[src/rtl/core/fle_pkg.sv]
package fle_pkg;

    localparam int BYTE_W  = 8;
    localparam int CFG_IDX_W = 4;
    localparam int PAT_W   = 32;

    localparam logic [CFG_IDX_W-1:0] REG_HEADER  = 4'd0;
    localparam logic [CFG_IDX_W-1:0] REG_TRAILER = 4'd1;

    localparam logic [PAT_W-1:0] HEADER_RESET  = 32'h4546_2324;
    localparam logic [PAT_W-1:0] TRAILER_RESET = 32'h2423_4645;

    typedef enum logic [1:0] {
        STATUS_OK    = 2'd0,
        STATUS_SHORT = 2'd1,
        STATUS_NONE  = 2'd2
    } status_t;

    typedef struct packed {
        logic clr;
        logic load;
        logic shift;
    } cell_ctrl_t;

endpackage

[src/rtl/core/fle_cell.sv]
module fle_cell (
    input  logic                             clk,
    input  logic                             rst_n,
    input  fle_pkg::cell_ctrl_t              ctrl,
    input  logic [fle_pkg::BYTE_W-1:0]       shift_in,
    input  logic [fle_pkg::BYTE_W-1:0]       load_in,
    output logic [fle_pkg::BYTE_W-1:0]       q
);

    logic [fle_pkg::BYTE_W-1:0] q_reg;
    logic [fle_pkg::BYTE_W-1:0] q_next;

    always_comb
    begin
        q_next = q_reg;
        if (ctrl.clr)
        begin
            q_next = '0;
        end
        else if (ctrl.load)
        begin
            q_next = load_in;
        end
        else if (ctrl.shift)
        begin
            q_next = shift_in;
        end
    end

    always_ff @(posedge clk or negedge rst_n)
    begin
        if (!rst_n)
        begin
            q_reg <= '0;
        end
        else
        begin
            q_reg <= q_next;
        end
    end

    assign q = q_reg;

endmodule

[src/rtl/core/fixed_length_frame_extractor_unit.sv]
// Fixed-length frame extractor: takes one package byte per beat into a sliding window of
// FRAME_LEN cells and, when the window opens with header_pattern and closes with
// trailer_pattern, copies it in parallel into a frame buffer chain that sends the FRAME_LEN
// bytes out one per output beat, oldest first, frame_last on the final byte. Matches within
// FRAME_LEN-1 bytes after a frame are ignored. The final byte of a package (package_end)
// yields one status beat after any frame bytes of that package: success, too short, or none
// found; the window and counters then clear, the patterns stay. Input runs at one byte per
// cycle; since a frame cannot follow sooner than FRAME_LEN bytes, the buffer drains in time
// and input is held only while the output side is stalled or a status beat still waits
// behind frame bytes (a frame ending a package gives FRAME_LEN+1 result beats). The
// configuration port always accepts; index 0 writes the header, 1 the trailer, others are
// dropped.
module fixed_length_frame_extractor_unit #(
    parameter int FRAME_LEN = 45
) (
    input  logic                               clk,
    input  logic                               rst_n,
    input  logic                               in_valid,
    output logic                               in_stall,
    input  logic [fle_pkg::BYTE_W-1:0]         in_byte,
    input  logic                               package_end,
    output logic                               out_valid,
    input  logic                               out_stall,
    output logic                               is_status,
    output logic [fle_pkg::BYTE_W-1:0]         frame_byte,
    output logic                               frame_last,
    output logic [1:0]                         status,
    input  logic                               cfg_valid,
    output logic                               cfg_ready,
    input  logic [fle_pkg::CFG_IDX_W-1:0]      cfg_index,
    input  logic [fle_pkg::PAT_W-1:0]          cfg_data
);

    localparam int CNT_W  = $clog2(FRAME_LEN + 1);
    localparam int SKIP_W = $clog2(FRAME_LEN);

    logic [fle_pkg::PAT_W-1:0] header_reg;
    logic [fle_pkg::PAT_W-1:0] trailer_reg;

    logic [fle_pkg::BYTE_W-1:0] win_q  [FRAME_LEN];
    logic [fle_pkg::BYTE_W-1:0] win_sh [FRAME_LEN];
    logic [fle_pkg::BYTE_W-1:0] fb_q   [FRAME_LEN];
    logic [fle_pkg::BYTE_W-1:0] fb_sh  [FRAME_LEN];

    logic [CNT_W-1:0]  count_reg;
    logic [CNT_W-1:0]  count_next;
    logic [SKIP_W-1:0] skip_reg;
    logic [SKIP_W-1:0] skip_next;
    logic              found_reg;
    logic              found_next;
    logic [CNT_W-1:0]  frame_cnt_reg;
    logic [CNT_W-1:0]  frame_cnt_next;
    logic              st_valid_reg;
    logic              st_valid_next;
    fle_pkg::status_t  st_code_reg;
    fle_pkg::status_t  st_code_next;

    logic              in_fire;
    logic              out_fire;
    logic              frame_fire;
    logic              st_fire;
    logic              frame_free;
    logic              st_free;
    logic              may_frame;
    logic [CNT_W-1:0]  count_inc;
    logic              hdr_hit;
    logic              trl_hit;
    logic              match;
    logic              frame_load;

    fle_pkg::cell_ctrl_t win_ctrl;
    fle_pkg::cell_ctrl_t fb_ctrl;

    // configuration
    assign cfg_ready = 1'b1;

    always_ff @(posedge clk or negedge rst_n)
    begin
        if (!rst_n)
        begin
            header_reg  <= fle_pkg::HEADER_RESET;
            trailer_reg <= fle_pkg::TRAILER_RESET;
        end
        else if (cfg_valid && cfg_ready)
        begin
            unique case (cfg_index)
                fle_pkg::REG_HEADER:  header_reg  <= cfg_data;
                fle_pkg::REG_TRAILER: trailer_reg <= cfg_data;
                default: ;
            endcase
        end
    end

    // cell chains
    genvar k;
    generate
        for (k = 0; k < FRAME_LEN; k++)
        begin : g_cells
            if (k == FRAME_LEN - 1)
            begin : g_tail
                assign win_sh[k] = in_byte;
                assign fb_sh[k]  = '0;
            end
            else
            begin : g_body
                assign win_sh[k] = win_q[k+1];
                assign fb_sh[k]  = fb_q[k+1];
            end

            fle_cell u_win (
                .clk      (clk),
                .rst_n    (rst_n),
                .ctrl     (win_ctrl),
                .shift_in (win_sh[k]),
                .load_in  ('0),
                .q        (win_q[k])
            );

            fle_cell u_fb (
                .clk      (clk),
                .rst_n    (rst_n),
                .ctrl     (fb_ctrl),
                .shift_in (fb_sh[k]),
                .load_in  (win_sh[k]),
                .q        (fb_q[k])
            );
        end
    endgenerate

    // match on the window as it stands after this beat
    assign hdr_hit = ({win_sh[0], win_sh[1], win_sh[2], win_sh[3]} == header_reg);
    assign trl_hit = ({win_sh[FRAME_LEN-4], win_sh[FRAME_LEN-3],
                       win_sh[FRAME_LEN-2], win_sh[FRAME_LEN-1]} == trailer_reg);

    assign count_inc = (count_reg == CNT_W'(FRAME_LEN)) ? count_reg : count_reg + CNT_W'(1);
    assign may_frame = (skip_reg == '0) && (count_reg >= CNT_W'(FRAME_LEN - 1));
    assign match     = may_frame && hdr_hit && trl_hit;

    // output side
    assign out_valid  = (frame_cnt_reg != '0) || st_valid_reg;
    assign out_fire   = out_valid && !out_stall;
    assign frame_fire = out_fire && (frame_cnt_reg != '0);
    assign st_fire    = out_fire && (frame_cnt_reg == '0) && st_valid_reg;
    assign frame_free = (frame_cnt_reg == '0) || ((frame_cnt_reg == CNT_W'(1)) && out_fire);
    assign st_free    = !st_valid_reg || st_fire;

    assign in_stall = (may_frame && !(frame_free && st_free)) || (package_end && !st_free);
    assign in_fire  = in_valid && !in_stall;

    assign frame_load = in_fire && match;

    always_comb
    begin
        win_ctrl.clr   = in_fire && package_end;
        win_ctrl.load  = 1'b0;
        win_ctrl.shift = in_fire;
        fb_ctrl.clr    = 1'b0;
        fb_ctrl.load   = frame_load;
        fb_ctrl.shift  = frame_fire;
    end

    always_comb
    begin
        count_next     = count_reg;
        skip_next      = skip_reg;
        found_next     = found_reg;
        frame_cnt_next = frame_cnt_reg;
        st_valid_next  = st_valid_reg;
        st_code_next   = st_code_reg;

        if (frame_load)
        begin
            frame_cnt_next = CNT_W'(FRAME_LEN);
        end
        else if (frame_fire)
        begin
            frame_cnt_next = frame_cnt_reg - CNT_W'(1);
        end

        if (st_fire)
        begin
            st_valid_next = 1'b0;
        end

        if (in_fire)
        begin
            count_next = count_inc;
            if (skip_reg != '0)
            begin
                skip_next = skip_reg - SKIP_W'(1);
            end
            else if (match)
            begin
                skip_next  = SKIP_W'(FRAME_LEN - 1);
                found_next = 1'b1;
            end

            if (package_end)
            begin
                st_valid_next = 1'b1;
                if (count_inc < CNT_W'(FRAME_LEN))
                begin
                    st_code_next = fle_pkg::STATUS_SHORT;
                end
                else if (found_reg || match)
                begin
                    st_code_next = fle_pkg::STATUS_OK;
                end
                else
                begin
                    st_code_next = fle_pkg::STATUS_NONE;
                end
                count_next = '0;
                skip_next  = '0;
                found_next = 1'b0;
            end
        end
    end

    always_ff @(posedge clk or negedge rst_n)
    begin
        if (!rst_n)
        begin
            count_reg     <= '0;
            skip_reg      <= '0;
            found_reg     <= 1'b0;
            frame_cnt_reg <= '0;
            st_valid_reg  <= 1'b0;
            st_code_reg   <= fle_pkg::STATUS_OK;
        end
        else
        begin
            count_reg     <= count_next;
            skip_reg      <= skip_next;
            found_reg     <= found_next;
            frame_cnt_reg <= frame_cnt_next;
            st_valid_reg  <= st_valid_next;
            st_code_reg   <= st_code_next;
        end
    end

    assign is_status  = (frame_cnt_reg == '0);
    assign frame_byte = (frame_cnt_reg != '0) ? fb_q[0] : '0;
    assign frame_last = (frame_cnt_reg == CNT_W'(1));
    assign status     = (frame_cnt_reg != '0) ? fle_pkg::STATUS_OK : st_code_reg;

`ifndef SYNTH
    a_frame_cnt_range: assert property (@(posedge clk) disable iff (!rst_n)
        frame_cnt_reg <= CNT_W'(FRAME_LEN))
        else $error("frame count out of range");

    a_load_fills: assert property (@(posedge clk) disable iff (!rst_n)
        frame_load |=> (frame_cnt_reg == CNT_W'(FRAME_LEN)))
        else $error("frame load did not fill the buffer");

    a_no_load_over_status: assert property (@(posedge clk) disable iff (!rst_n)
        frame_load |-> (!st_valid_reg || st_fire))
        else $error("frame loaded ahead of a waiting status beat");

    a_skip_blocks_match: assert property (@(posedge clk) disable iff (!rst_n)
        (skip_reg != '0) |-> !match)
        else $error("match taken during skip");
`endif

endmodule
[config.mk]
export PLATFORM = sky130hd
export DESIGN_NAME = fixed_length_frame_extractor_unit
export DESIGN_NICKNAME = d
export VERILOG_FILES = /design/src/rtl/core/fle_pkg.sv /design/src/rtl/core/fle_cell.sv /design/src/rtl/core/fixed_length_frame_extractor_unit.sv
export SDC_FILE = /design/constraint.sdc
export NUM_CORES = 2
export LEC_CHECK = 0
export BUFFER_PORTS_ARGS = -buffer_cell sky130_fd_sc_hd__buf_2
export CAP_MARGIN = 25
export CELL_PAD_IN_SITES_DETAIL_PLACEMENT = 0
export CELL_PAD_IN_SITES_GLOBAL_PLACEMENT = 1
export CORE_MARGIN = 1.5
export CORE_UTILIZATION = 40
export CTS_CLUSTER_DIAMETER = 50
export DETAILED_ROUTE_END_ITERATION = 6
export GPL_ROUTABILITY_DRIVEN = 0
export PLACE_DENSITY_LB_ADDON = 0.1
export SLEW_MARGIN = 20
export SYNTH_ARGS = -nofsm -noshare
export SYNTH_HDL_FRONTEND = slang
export SYNTH_SLANG_ARGS = --single-unit
export TNS_END_PERCENT = 30
[constraint.sdc]
create_clock -name clk -period 3.4 [get_ports clk]
set_input_delay 0.68 -clock clk [delete_from_list [all_inputs] [get_ports clk]]
set_output_delay 0.68 -clock clk [all_outputs]
set_load 0.01 [all_outputs]
==> metrics <==
via count=25400; Peak Freq=309.5 MHz; area of the multi-input gates=14820 µm²; largest net degree at the start of global routing=106; IO buf count=63; Async SR Flop Fraction=100.0%; Slew @ Worst Pin=0.6583 ns; Vias per Instance=4.948; Post-Synthesis Cells=3836; CP Launch Type=flop; MaxCap Viol Count=0; clk slew on worst S/H paths=0.06 ns; worst path required time=3.92 ns; DRC Markers=1; initial core utilization=40.45%; chip width=302.4 µm; nets=3929; Slew Limit Fails=0; clk sinks=798; Starting DRT DRC Count=1374; CTS tree=built; Setup Total Neg Slack=0 ns; htree depth=3; overall global routing resource usage=18.83%; post-synthesis sequential area ratio=55.77%; die area=91450 µm²; Distinct cells, synth=46; crit path DAT=3.75 ns; Worst slew margin=56.11%; DR WL/cell=16.29 µm; Crit Path Class=flop to flop; Worst Hold End=trailer_reg[7]$_DFFE_PN0P_; CTS Root Cell=clkbuf_16; Post-DP HPWL=50980 µm; Final period util=95.04%; Hold Path Origin=cfg_data[7]; n_diodes=0; RSZ-0062 raised after global routing=no; max reg flops=360; Clock Skews=0.03846 ns; vias in the first global route=26830; Period minus WS final=3.232 ns; maximum vdd ir drop=0.0004630 V; DRT Pass-1 Iters=7; I/O Pins=65; Synth Flop Type=dfrtp_1; FF/Latch Area=20000 µm²; Fill cells=8379; Synth Area per Inst=9.348 µm²; global route overflow=0; flops & latches, synth=798; PwrDens=587.8 nW/µm²; antenna violation net count after detailed routing=0; final WL=83590 µm; Cell Area, Synth=35860 µm²; Syn Nets=3893; share of cells above drive strength 1=11.80%; Leakage=21.03 nW; worst reg2reg path depth=10; yosys synthesis warning count=0; Die H=302.4 µm; Hold Path Stages=2; Inserted Clock Buffers=109; failing checks=DRC; Min-Delay Path Class=input pin to flop; CP Capture Type=flop; Clock Latency Late Sink=0.68 ns; Final Power=24.73 mW; Reg-to-Reg Start=skip_reg[0]$_DFFE_PN0P_; row count=109; Post-synth EDFFs=0; first-pass GRT wire length=141200 µm; number of setup violations in the final report=0; flop2flop setup slack=0.17 ns; Max Buffers Root-to-Sink=3; FF-to-FF End=g_cells[12].u_fb.q[4]$_DFFE_PN0P_; outcome=finished, violations left; final-report hold violation count=0; number of antenna violations at the first check in global routing=0; CP max FO=31; Area Growth Syn to Fin=17.32%; total core area=88650 µm²
==> through the flow <==
stage / setup slack (ns) / hold WS [ns] / util, % / area (µm²) / std cells
2_1_floorplan: 0.4961 / 0.3844 / - / 35860 / 3836
3_3_place_gp: 0.04875 / 0.4680 / 43.00 / 38110 / 4925
3_5_place_dp: 0.01123 / 0.4652 / 43.00 / 38110 / 4925
4_1_cts: 0.06530 / 0.2103 / 47.44 / 42060 / 5132
5_1_grt: 0.01255 / 0.2313 / 47.46 / 42070 / 5132
6_report: 0.1685 / 0.2527 / 47.46 / 42070 / 5132
==> worst max-delay path, cell delays in order, from the launching register on <==
cell and delay [ns]:
dfrtp_1 0.42, inv_1 0.07, ha_1 0.18, nor4b_4 0.22
and4_1 0.39, nand3_1 0.14, or3_1 0.39, nor4_4 0.29
buf_12 0.32, buf_12 0.26, mux2_1 0.35
==> power by group <==
group	internal [mW]	leakage, nW	switching [mW]
registers	9.90	11.0	0.389
logic	0.792	8.18	1.58
clock network	7.58	1.89	4.49
total	18.3	21.0	6.46
==> logic make-up after synthesis <==
group,share of synthesized area (%)
and+or+nand+nor,20.13
muxes,13.37
adders and majority gates,0.2442
buffers and inverters,3.067
xor gates and xnor gates,1.710
DFF,55.77
other,0.01046
AOI/OAI and AO/OA,5.702
==> cells in the final DEF, fill, tap and decap left out, types with 5 or more instances in the layout <==
cell type,instances
a21oi_1,9
and2_1,11
buf_12,49
buf_2,62
buf_4,63
bufinv_16,16
clkbuf_1,10
clkbuf_16,111
clkbuf_8,16
clkinv_2,22
clkinv_4,7
clkinvlp_4,16
dfrtp_1,776
dfstp_2,22
ha_1,7
inv_1,20
mux2_1,352
mux2_2,65
mux2i_1,10
nand2_1,1784
nand2b_1,10
nand4_1,6
nor2_1,9
nor3_1,6
nor4_1,18
o21ai_0,361
or3_1,5
xnor2_1,13
xor2_1,57
==> worst max-delay path by stage <==
stage / start / to / slack, ns
finish: skip_reg[0]$_DFFE_PN0P_ / g_cells[12].u_fb.q[4]$_DFFE_PN0P_ / 0.17
detailed placement: in_byte[3] / g_cells[22].u_fb.q[3]$_DFFE_PN0P_ / 0.01
global route: skip_reg[0]$_DFFE_PN0P_ / in_stall / 0.01
global placement: in_byte[3] / g_cells[14].u_fb.q[5]$_DFFE_PN0P_ / 0.05
CTS: skip_reg[0]$_DFFE_PN0P_ / in_stall / 0.07
floorplan: skip_reg[0]$_DFFE_PN0P_ / g_cells[21].u_fb.q[0]$_DFFE_PN0P_ / 0.50
==> repair_timing <==
action	CTS	global route
resized for setup	1	2
hold buffers	1	0
endpoints found under the setup margin	1	6
pin swaps	0	1
hold endpoints to repair	1	0
buffers inserted	0	0
cloned	0	0
==> cells in the mapped netlist, types with 2 or more instances <==
library cell	number	share of area (%)
nand2b_1	11	0.19
ha_1	7	0.24
clkbuf_1	202	2.1
buf_1	8	0.084
dfstp_2	22	1.6
mux2_1	352	11
or4_1	2	0.042
nor3b_1	2	0.042
a21oi_1	9	0.13
nand3_1	3	0.042
mux2i_1	10	0.28
or3_1	5	0.087
a31oi_1	3	0.052
buf_2	30	0.42
and2_1	11	0.19
buf_4	11	0.23
nor2_1	10	0.10
xnor2_1	13	0.32
dfrtp_1	776	54
o41ai_1	2	0.049
inv_1	21	0.22
mux2_2	65	2.0
o21ai_0	361	5.0
a21o_1	3	0.063
nor3_1	6	0.084
nand4_1	6	0.10
o21a_1	2	0.042
o32ai_1	2	0.049
and3_1	2	0.035
a41oi_1	2	0.049
a211oi_1	3	0.063
xor2_1	57	1.4
nand2_1	1784	19
nor4_1	21	0.37
==> final cells by class <==
type,count,share of cell area (%)
clock inverter,69,2.115
timing repair buffer,176,4.253
inverter,21,0.2052
sequential,798,47.53
clock buffer,137,7.215
tap,1165,3.465
multi-input combinational,2766,35.22
==> routing by layer <==
layer	share of wire, %	vias up	track usage [%]	wire, µm
met5	0	-	0	0
met4	2.1	0	5.117	1744
met3	2.5	121	2.649	2057
met2	48	231	31.94	40250
met1	47	12560	25.26	39540
li1	-	12490	-	-
Power figures use the tool's default switching activity.
